--- config.mk ---
export PLATFORM = sky130hd
export DESIGN_NAME = min_cost_simple_path_search
export DESIGN_NICKNAME = d
export VERILOG_FILES = /design/src/rtl/core/mcsp_pkg.sv /design/src/rtl/core/mcsp_ctrl.sv /design/src/rtl/core/mcsp_dp.sv /design/src/rtl/core/min_cost_simple_path_search.sv
export SDC_FILE = /design/constraint.sdc
export NUM_CORES = 2
export LEC_CHECK = 0
export BUFFER_PORTS_ARGS = -buffer_cell sky130_fd_sc_hd__buf_2
export CAP_MARGIN = 10
export CORE_ASPECT_RATIO = 1.75
export CORE_MARGIN = 8
export CORE_UTILIZATION = 30
export DETAILED_ROUTE_END_ITERATION = 7
export GPL_ROUTABILITY_DRIVEN = 0
export GPL_TIMING_DRIVEN = 0
export PLACE_DENSITY = 0.41
export SETUP_SLACK_MARGIN = 0.15
export SLEW_MARGIN = 10
export SYNTH_ARGS = -nofsm -noshare
export SYNTH_HDL_FRONTEND = slang
export SYNTH_SLANG_ARGS = --single-unit
--- constraint.sdc ---
create_clock -name clk_i -period 15.7 [get_ports clk_i]
set_clock_uncertainty 0.05 [all_clocks]
set_input_delay 0.785 -clock clk_i [delete_from_list [all_inputs] [get_ports clk_i]]
set_output_delay 0.785 -clock clk_i [all_outputs]
set_load 0.01 [all_outputs]
--- src/rtl/core/mcsp_pkg.sv ---
// Shared types and constants of the minimum-cost simple path search.
// Used by the controller, the datapath and the top level.
package mcsp_pkg;

  localparam int unsigned NODES   = 8;
  localparam int unsigned VERT_W  = 3;
  localparam int unsigned NEXT_W  = $clog2(NODES + 1);
  localparam int unsigned EADDR_W = 2 * VERT_W;
  localparam int unsigned WEIGHT_W = 16;
  localparam int unsigned COST_W  = 19;
  localparam int unsigned SP_W    = $clog2(NODES);

  typedef enum logic [1:0] {
    ACT_SET    = 2'd0,
    ACT_REMOVE = 2'd1,
    ACT_QUERY  = 2'd2,
    ACT_NONE   = 2'd3
  } action_e;

  typedef enum logic [2:0] {
    ST_IDLE,
    ST_SCAN,
    ST_DST_RD,
    ST_POP_RD,
    ST_FINISH
  } state_e;

  typedef enum logic [3:0] {
    DP_NOP,
    DP_SET,
    DP_REMOVE,
    DP_START,
    DP_TRIVIAL,
    DP_STEP,
    DP_PUSH,
    DP_RD_DST,
    DP_OFFER_DST,
    DP_POP,
    DP_RD_POP,
    DP_POP_OFFER,
    DP_EMIT
  } dp_op_e;

  typedef struct packed {
    dp_op_e op;
  } dp_cmd_t;

  typedef struct packed {
    logic nb_done;
    logic sp_zero;
    logic cur_found;
    logic edge_ok;
    logic is_dst;
    logic src_eq_dst;
    logic out_free;
  } dp_status_t;

  typedef struct packed {
    logic [VERT_W-1:0]        vertex;
    logic [NEXT_W-1:0]        next;
    logic signed [COST_W-1:0] best;
    logic                     found;
  } frame_t;

endpackage

--- src/rtl/core/mcsp_ctrl.sv ---
// Sequencer of the search: decodes transactions and walks the DFS steps.
// Depends on mcsp_pkg; drives the datapath mcsp_dp through dp_cmd_t.
module mcsp_ctrl
  import mcsp_pkg::*;
(
  input  logic       clk_i,
  input  logic       rst_ni,
  input  logic       in_valid_i,
  output logic       in_stall_o,
  input  action_e    action_i,
  input  dp_status_t status_i,
  output dp_cmd_t    cmd_o
);

  state_e state_q, state_d;

  always_ff @(posedge clk_i or negedge rst_ni) begin
    if (!rst_ni) begin
      state_q <= ST_IDLE;
    end else begin
      state_q <= state_d;
    end
  end

  always_comb begin
    state_d    = state_q;
    cmd_o.op   = DP_NOP;
    in_stall_o = 1'b1;
    case (state_q)
      ST_IDLE: begin
        in_stall_o = 1'b0;
        if (in_valid_i) begin
          case (action_i)
            ACT_SET:    cmd_o.op = DP_SET;
            ACT_REMOVE: cmd_o.op = DP_REMOVE;
            ACT_QUERY: begin
              if (status_i.src_eq_dst) begin
                cmd_o.op = DP_TRIVIAL;
              end else begin
                cmd_o.op = DP_START;
              end
              state_d = status_i.src_eq_dst ? ST_FINISH : ST_SCAN;
            end
            default: cmd_o.op = DP_NOP;
          endcase
        end
      end
      ST_SCAN: begin
        if (status_i.nb_done) begin
          if (status_i.sp_zero) begin
            state_d = ST_FINISH;
          end else if (status_i.cur_found) begin
            cmd_o.op = DP_RD_POP;
            state_d  = ST_POP_RD;
          end else begin
            cmd_o.op = DP_POP;
          end
        end else if (!status_i.edge_ok) begin
          cmd_o.op = DP_STEP;
        end else if (status_i.is_dst) begin
          cmd_o.op = DP_RD_DST;
          state_d  = ST_DST_RD;
        end else begin
          cmd_o.op = DP_PUSH;
        end
      end
      ST_DST_RD: begin
        cmd_o.op = DP_OFFER_DST;
        state_d  = ST_SCAN;
      end
      ST_POP_RD: begin
        cmd_o.op = DP_POP_OFFER;
        state_d  = ST_SCAN;
      end
      ST_FINISH: begin
        if (status_i.out_free) begin
          cmd_o.op = DP_EMIT;
          state_d  = ST_IDLE;
        end
      end
      default: state_d = ST_IDLE;
    endcase
  end

endmodule

--- src/rtl/core/mcsp_dp.sv ---
// Datapath: adjacency matrix, visited marks, frame stack and result register.
// Depends on mcsp_pkg; commanded by mcsp_ctrl.
module mcsp_dp
  import mcsp_pkg::*;
(
  input  logic                       clk_i,
  input  logic                       rst_ni,
  input  dp_cmd_t                    cmd_i,
  output dp_status_t                 status_o,
  input  logic [VERT_W-1:0]          from_node_i,
  input  logic [VERT_W-1:0]          to_node_i,
  input  logic signed [WEIGHT_W-1:0] weight_i,
  output logic                       out_valid_o,
  input  logic                       out_stall_i,
  output logic signed [COST_W-1:0]   path_cost_o,
  output logic                       path_found_o
);

  logic [WEIGHT_W-1:0]       cost_mem [NODES*NODES];
  logic [WEIGHT_W-1:0]       mem_rdata_q;
  logic [EADDR_W-1:0]        rd_addr;
  logic [NODES*NODES-1:0]    present_q;
  logic [NODES-1:0]          visited_q;
  logic [SP_W-1:0]           sp_q;
  logic [VERT_W-1:0]         dst_q;
  frame_t                    cur_q;
  frame_t                    stack_q [NODES];
  frame_t                    parent;
  frame_t                    push_frame;
  frame_t                    offer_frame;
  logic [SP_W-1:0]           sp_dec;
  logic [VERT_W-1:0]         nb;
  logic signed [COST_W-1:0]  w_ext;
  logic signed [COST_W-1:0]  cand_pop;
  logic                      out_valid_q;
  logic signed [COST_W-1:0]  out_cost_q;
  logic                      out_found_q;

  assign sp_dec   = sp_q - 1'b1;
  assign parent   = stack_q[sp_dec];
  assign nb       = cur_q.next[VERT_W-1:0];
  assign w_ext    = {{(COST_W-WEIGHT_W){mem_rdata_q[WEIGHT_W-1]}}, mem_rdata_q};
  assign cand_pop = w_ext + cur_q.best;
  assign rd_addr  = (cmd_i.op == DP_RD_POP) ? {parent.vertex, cur_q.vertex}
                                            : {cur_q.vertex, nb};

  always_comb begin
    push_frame      = cur_q;
    push_frame.next = cur_q.next + 1'b1;
    offer_frame     = parent;
    if (!parent.found || (cand_pop < parent.best)) begin
      offer_frame.best  = cand_pop;
      offer_frame.found = 1'b1;
    end
  end

  assign status_o.nb_done    = (cur_q.next == NEXT_W'(NODES));
  assign status_o.sp_zero    = (sp_q == '0);
  assign status_o.cur_found  = cur_q.found;
  assign status_o.edge_ok    = present_q[{cur_q.vertex, nb}] && !visited_q[nb];
  assign status_o.is_dst     = (nb == dst_q);
  assign status_o.src_eq_dst = (from_node_i == to_node_i);
  assign status_o.out_free   = !out_valid_q || !out_stall_i;

  always_ff @(posedge clk_i) begin
    if (cmd_i.op == DP_SET) begin
      cost_mem[{from_node_i, to_node_i}] <= weight_i;
    end
    mem_rdata_q <= cost_mem[rd_addr];
  end

  always_ff @(posedge clk_i or negedge rst_ni) begin
    if (!rst_ni) begin
      present_q   <= '0;
      visited_q   <= '0;
      sp_q        <= '0;
      out_valid_q <= 1'b0;
    end else begin
      if (cmd_i.op == DP_EMIT) begin
        out_valid_q <= 1'b1;
      end else if (!out_stall_i) begin
        out_valid_q <= 1'b0;
      end
      case (cmd_i.op)
        DP_SET:    present_q[{from_node_i, to_node_i}] <= 1'b1;
        DP_REMOVE: present_q[{from_node_i, to_node_i}] <= 1'b0;
        DP_START: begin
          visited_q <= NODES'(1) << from_node_i;
          sp_q      <= '0;
        end
        DP_PUSH: begin
          visited_q[nb] <= 1'b1;
          sp_q          <= sp_q + 1'b1;
        end
        DP_POP, DP_POP_OFFER: begin
          visited_q[cur_q.vertex] <= 1'b0;
          sp_q                    <= sp_dec;
        end
        default: ;
      endcase
    end
  end

  always_ff @(posedge clk_i) begin
    case (cmd_i.op)
      DP_START: begin
        dst_q        <= to_node_i;
        cur_q.vertex <= from_node_i;
        cur_q.next   <= '0;
        cur_q.best   <= '0;
        cur_q.found  <= 1'b0;
      end
      DP_TRIVIAL: begin
        cur_q.best  <= '0;
        cur_q.found <= 1'b1;
      end
      DP_STEP, DP_RD_DST: cur_q.next <= cur_q.next + 1'b1;
      DP_PUSH: begin
        stack_q[sp_q] <= push_frame;
        cur_q.vertex  <= nb;
        cur_q.next    <= '0;
        cur_q.best    <= '0;
        cur_q.found   <= 1'b0;
      end
      DP_OFFER_DST: begin
        if (!cur_q.found || (w_ext < cur_q.best)) begin
          cur_q.best  <= w_ext;
          cur_q.found <= 1'b1;
        end
      end
      DP_POP: cur_q <= parent;
      DP_POP_OFFER: cur_q <= offer_frame;
      DP_EMIT: begin
        out_cost_q  <= cur_q.found ? cur_q.best : '0;
        out_found_q <= cur_q.found;
      end
      default: ;
    endcase
  end

  assign out_valid_o  = out_valid_q;
  assign path_cost_o  = out_cost_q;
  assign path_found_o = out_found_q;

endmodule

--- src/rtl/core/min_cost_simple_path_search.sv ---
// Minimum-cost simple path search over an 8-vertex directed weighted graph.
// Set and remove transactions are applied without leaving idle; a query yields one result
// transaction and holds off new input until its search ends. The search walks
// every simple path by depth-first backtracking: it accepts the query, then for
// each vertex placed on the path it examines each candidate neighbor and returns
// from it, takes an extra step per destination hit and per return from a vertex
// that reached the destination, and finally loads the result register, which can
// wait while an earlier result is stalled. The search time therefore grows with
// the number of simple paths; source equal to destination skips the search and
// goes straight to loading the result.
// Depends on mcsp_pkg, mcsp_ctrl and mcsp_dp.
module min_cost_simple_path_search
  import mcsp_pkg::*;
(
  input  logic                       clk_i,
  input  logic                       rst_ni,
  input  logic                       in_valid_i,
  output logic                       in_stall_o,
  input  logic [1:0]                 action_i,
  input  logic [VERT_W-1:0]          from_node_i,
  input  logic [VERT_W-1:0]          to_node_i,
  input  logic signed [WEIGHT_W-1:0] weight_i,
  output logic                       out_valid_o,
  input  logic                       out_stall_i,
  output logic signed [COST_W-1:0]   path_cost_o,
  output logic                       path_found_o
);

  dp_cmd_t    cmd;
  dp_status_t status;

  mcsp_ctrl u_ctrl (
    .clk_i      (clk_i),
    .rst_ni     (rst_ni),
    .in_valid_i (in_valid_i),
    .in_stall_o (in_stall_o),
    .action_i   (action_e'(action_i)),
    .status_i   (status),
    .cmd_o      (cmd)
  );

  mcsp_dp u_dp (
    .clk_i        (clk_i),
    .rst_ni       (rst_ni),
    .cmd_i        (cmd),
    .status_o     (status),
    .from_node_i  (from_node_i),
    .to_node_i    (to_node_i),
    .weight_i     (weight_i),
    .out_valid_o  (out_valid_o),
    .out_stall_i  (out_stall_i),
    .path_cost_o  (path_cost_o),
    .path_found_o (path_found_o)
  );

endmodule

After elaboration in Yosys (flattened, before gate mapping). Memory sizes are Yosys's and may differ from the RTL's. A register that Yosys moved wholly into a read port is not among the register bits. Index checks and enable logic that the tools add are counted.

Logic and storage cells: 134. Input port bits: 28. Output and inout bits: 22. Memories: 2. RAM bits: 1240. Register bits after elaboration: 129.

Memory list: u_dp.cost_mem (words 64, bits a word 16, read ports 1, clocked after memory_dff 1, wr ports 1, line mcsp_dp.sv:19) `logic [WEIGHT_W-1:0] cost_mem [NODES*NODES];`; u_dp.stack_q (words 8, bits a word 27, read ports 1, clocked after memory_dff 0, wr ports 1, line mcsp_dp.sv:27) `frame_t stack_q [NODES];`.

Bitwise operators: 6. Shift-type cells: 1. Order comparisons: 9. Mux-type cells: 46. Add/subtract/negate cells: 4. Reduce and logical (&&, ||, !) cells: 25. Equality and inequality tests: 29.

Operator list (count): $pmux 64 s2 (1); $pmux 20 s5 (1); $and 64x64->64 (1); $not 64->64 (1); $or 64x64->64 (1); $mux 20 (2); $mux 3 (10); $eq 4x4->1 const B (6); $pmux 4 s3 (2); $pmux 8 s3 (1); $mux 4 (5); $pmux 4 s5 (1); $add 16x19->19 (1); $lt 16x19->1 (1); $lt 19x19->1 (1); $pmux 3 s3 (2); $eq 4x3->1 const B (4); $lt 6x7->1 const B (2); $mux 1 (13); $pmux 3 s4 (1); $and 8x8->8 (1); $eq 4x2->1 const B (2); $lt 3x4->1 const B (2); $not 8->8 (1); other kinds (36) (57).

Depth between registers and ports, before layout.
Depth after elaboration: 11. Depth in mapped cells: 21.

By module. From an unflattened synthesis, not the netlist that was laid out.

Cells, all modules: 2973. Area total of the unflattened synthesis: 56365.3 sq um.

By module, submodules not included: mcsp_dp (cells each 2931, instances 1, area an instance 56033.7 sq um, seq. area each 40959.3 sq um); mcsp_ctrl (cells each 42, instances 1, area an instance 331.6 sq um, seq. area each 75.1 sq um).

Least setup slack after synthesis. OpenSTA, ideal clock, no wires.

Kind: reg-to-reg. From: reg u_dp.sp_q[0]. To: reg u_dp.cur_q[12] in the netlist's numbering, data pin. Arrival: 5809 ps. Setup time: 256 ps. Path slack: 9585 ps. Stages on the path, launching flop included: 22. Required time: 15394 ps. Path through: dfrtp_1 > buf_4 > buf_1 > buf_1 > inv_1 > ha_1 > clkbuf_1 > buf_1 > clkbuf_1 > mux4_2 > mux2i_1 > ha_1 > o2111a_1 > a2111oi_0 > o21ai_0 > a31oi_1 > o21ai_0 > a31oi_2 > o21a_1 > buf_2 > o21ai_1 > a31o_2.

Longest elaborated chain between the ends: 7.

RTL lines: from (decl) (line mcsp_dp.sv:24) `logic [SP_W-1:0] sp_q;`; from (signal assigned) (line mcsp_dp.sv:93) `sp_q <= sp_q + 1'b1;`; from (signal assigned) (line mcsp_dp.sv:97) `sp_q <= sp_dec;`; branches (longest 6 deep; another with $mem_v2 8x27); $pmux 20 s5 (*) (line mcsp_dp.sv:105) `case (cmd_i.op)`; to (signal assigned) (line mcsp_dp.sv:131) `DP_POP: cur_q <= parent;`; to (signal assigned) (line mcsp_dp.sv:132) `DP_POP_OFFER: cur_q <= offer_frame;`; to (decl) (line mcsp_dp.sv:26) `frame_t cur_q;`.

Every way passes the cells marked *. A chain may end at the register's enable or synchronous reset.

Worst setup path after layout. Ends and elaborated chain as after synthesis.

==> out/qor.yml <==
global_routing:
  grt_pass1_wl_um: 258000
  grt_use_total_pct: 18.1
  antenna_found_initial: 5
  grt_max_degree: 65
  gr-total-overflow: 0
  grt_pass1_vias: 32369
power:
  power.share.sequential_pct: 35.6
  leakagePower_nw: 21.2
  peakVddDrop_uv: 128
  power_density_nw_per_um2: 192
  p_sw_mw: 4.69
  swShare_pct: 37.5
  clkPwrFrac_pct: 26.3
  p_int_mw: 7.82
  combPwrFrac_pct: 38.1
synthesis:
  synth_fp_nets: 3242
  synth_top_area_share_pct: 69.3
  synth_flop_cell: "edfxtp_1"
  syn_avg_cell_area_um2: 17.7
  synth_edf_count: 1290
  syn_area_um2: 55900
  synthCells: 3153
  yosysWarnings: 0
  yosys.area.top_type: "edfxtp_1"
  seq_area_frac_synth_pct: 73.4
  synthTopCellsByArea: "edfxtp_1 (69%), mux4_2 (10%), dfrtp_1 (3.5%)"
  synth-async-reset-ratio_pct: 5.70
  synth_cell_type_count: 89
  synth_seq_cells: 1385
timing:
  tightest_slew_ns: 1.27
  relSlewSlack_pct: 15.3
  hold_viol_final: 0
  hold_ws_ns: 0.231
  period_share_pct: 64.7
  setup_violations: 0
  max_freq_ghz: 0.0985
  finalSetupTns_ns: 0
  min_period_ns: 10.16
  slew_viol_final: 0
  rsz0062_at_grt: "no"
clock_tree:
  cts_tree: "yes"
  htree_levels: 4
  clkTransAtPathRegs_ns: 0.07
  insertion_delay_ns: 0.76
  post_cts_buffers: 0
  cts_buffers: 142
  clock-sinks: 1385
  cts-hold-fix-buffers: 1
  ctsResizeCount: 0
  root_buffer: "clkbuf_16"
  clk_path_buf_depth: 4
place:
  hpwl_um: 130000
  port_buffers: 48
  placed_area_um2: 61000
  dp_cells: 5706
detailed_routing:
  ant_nets: 0
  via_per_inst: 5.07
  drtIter0Drc: 2003
  wl_um: 185000
  vias: 30134
  wl_per_cell_um: 31.1
  drcViolationCount: 0
  drt_first_pass_iters: 5
finish:
  final_util_pct: 35.3
  design_area_um2: 65300
  drive_above_1_share_pct: 22.3
  area_growth_pct: 16.7
  fill_cells: 17579
  final_cells: 5940
  layout.nets: 3514
worst_setup_path:
  cp.required_ns: 16.18
  arrival_ns: 10.64
  crit_path_end_kind: "register"
  critPathLaunchType: "register"
  crit_fanout: 10
  timing_worst_setup_path_type: "register to register"
die:
  pin_count: 50
  rows: 209
  die_w_um: 342
  die_area_um2: 201000
  start_util_pct: 30.2
  chipHeight_um: 587
  core_area_um2: 185000
flow_run:
  cap_violations: 0
run_status:
  status: "finished, final reports clean"
min_path:
  hold_path.class: "input port to register"
cell usage after synthesis, types with 15 or more instances:
master	count
ha_1	60
buf_2	47
dfrtp_1	79
nand2_1	283
nor3_1	67
edfxtp_1	1290
nor2_1	160
buf_6	15
mux4_2	248
o22ai_1	27
mux2i_1	68
dfxtp_1	16
buf_4	24
nand3_1	25
a211oi_1	20
xnor2_1	16
inv_1	47
a22o_1	32
clkbuf_1	60
o21ai_0	35
a22oi_1	52
o22a_1	33
a21oi_1	195
metal layers:
layer  vias to the layer above  part of all wire [%]  track usage (%)
li1                      13184                     -                -
met1                     16089                    36             19.6
met2                       584                    57             35.5
met3                       271                   2.9             1.97
met4                         6                   4.2             6.92
met5                         -                 0.016                0
layout by cell type (no fill, tap or decap), types with 13 or more instances in the layout:
cell type / n
clkinv_1: 26
nor2_4: 46
clkbuf_1: 83
nor2_1: 94
nor3_1: 62
buf_6: 29
o22a_1: 33
a22oi_1: 52
xnor2_1: 16
buf_8: 23
dfrtp_1: 79
edfxtp_1: 1290
a211oi_1: 20
inv_1: 47
nor2_2: 24
nand3_1: 25
mux2i_1: 67
clkbuf_16: 145
nand2_1: 283
nand2b_1: 13
a21oi_1: 193
buf_16: 14
a22o_1: 32
o22ai_1: 27
buf_12: 14
ha_1: 60
clkinv_2: 15
buf_4: 56
buf_2: 79
dfxtp_1: 16
o21ai_0: 35
mux4_2: 248
worst max-delay path, cell delays in order, from the launching register on:
cell and delay, ns:
dfrtp_1 0.47, buf_4 0.40, buf_1 0.72, buf_1 0.88
inv_1 0.22, ha_1 0.39, clkbuf_1 0.64, buf_1 0.97
clkbuf_1 0.77, mux4_2 0.41, mux2i_1 0.34, ha_1 0.32
o2111a_1 0.15, a2111oi_0 0.46, o21ai_0 0.15, a31oi_1 0.31
o21ai_0 0.31, a31oi_2 0.73, o21a_1 0.49, buf_2 0.36
o21ai_1 0.09, a31o_2 0.22
area by class of cell:
type,instances,area (um^2),share of cell area (%)
Antenna cell,2,5.00,0.00767
Buffer,163,906,1.39
Clock buffer,170,3730,5.72
Clock inverter,61,562,0.861
Inverter,48,180,0.276
Multi-Input combinational cell,1557,14300,21.9
Sequential cell,1385,41000,62.9
Tap cell,2426,3040,4.65
Timing Repair Buffer,128,1550,2.37
path summary, 6_finish.rpt:
check	startpoint	endpoint	slack, ns	cells past startpoint
hold reg to reg	register	register	0.45	1
setup reg to reg	u_dp.sp_q[0]$_DFFE_PN0P_	u_dp.cur_q[12]$_DFFE_PP_	5.54	21
hold / removal	out_stall_i	u_dp.out_valid_o$_DFFE_PN0P_	0.23	3
setup / recovery	u_dp.sp_q[0]$_DFFE_PN0P_	u_dp.cur_q[12]$_DFFE_PP_	5.54	21
max in group asynchronous	rst_ni	async pin	14.34	3
min in group asynchronous	rst_ni	async pin	0.59	2
registers in the layout, summed over array words and instances (netlist names), named ones only:
register / flops
u_dp.cost_mem: 1024
u_dp.stack_q: 216
u_dp.cur_q: 26
u_dp.path_cost_o: 19
u_dp.mem_rdata_q: 16
u_dp.visited_q: 8
u_ctrl.state_q: 3
u_dp.dst_q: 3
u_dp.sp_q: 3
u_dp.out_valid_o: 1
u_dp.path_found_o: 1
u_dp.status_o: 1
cells by family (layout without fill, tap and decap cells):
logic type	after synthesis	count (layout)	synth area share, %
AO/OA/AOI/OAI	517	517	6.41
XOR/XNOR	25	25	0.405
adder cells (fa/ha/maj)	61	61	1.38
buffers and inverters	211	570	1.94
flip-flops	1385	1385	73.4
multiplexers	326	326	11.4
other	0	2	0
AND/OR/NAND/NOR	628	628	5.08
metrics by stage:
step           worst slack, ns  total power, mW
3_5_place_dp              5.18             9.43
5_1_grt                   5.01             13.0
2_1_floorplan             9.59             7.34
4_1_cts                   5.15             12.7
3_3_place_gp              5.12             9.39
6_report                  5.54             12.5
power groups by stage:
stage / combinational [mW] / clock, mW / sequential [mW]
after global routing: 5.08 / 3.48 / 4.47
after floorplan: 2.88 / 0 / 4.45
after CTS: 4.91 / 3.37 / 4.46
final: 4.76 / 3.29 / 4.46
after global placement: 4.85 / 0 / 4.54
after detailed placement: 4.89 / 0 / 4.54
Power figures use the tool's default switching activity.
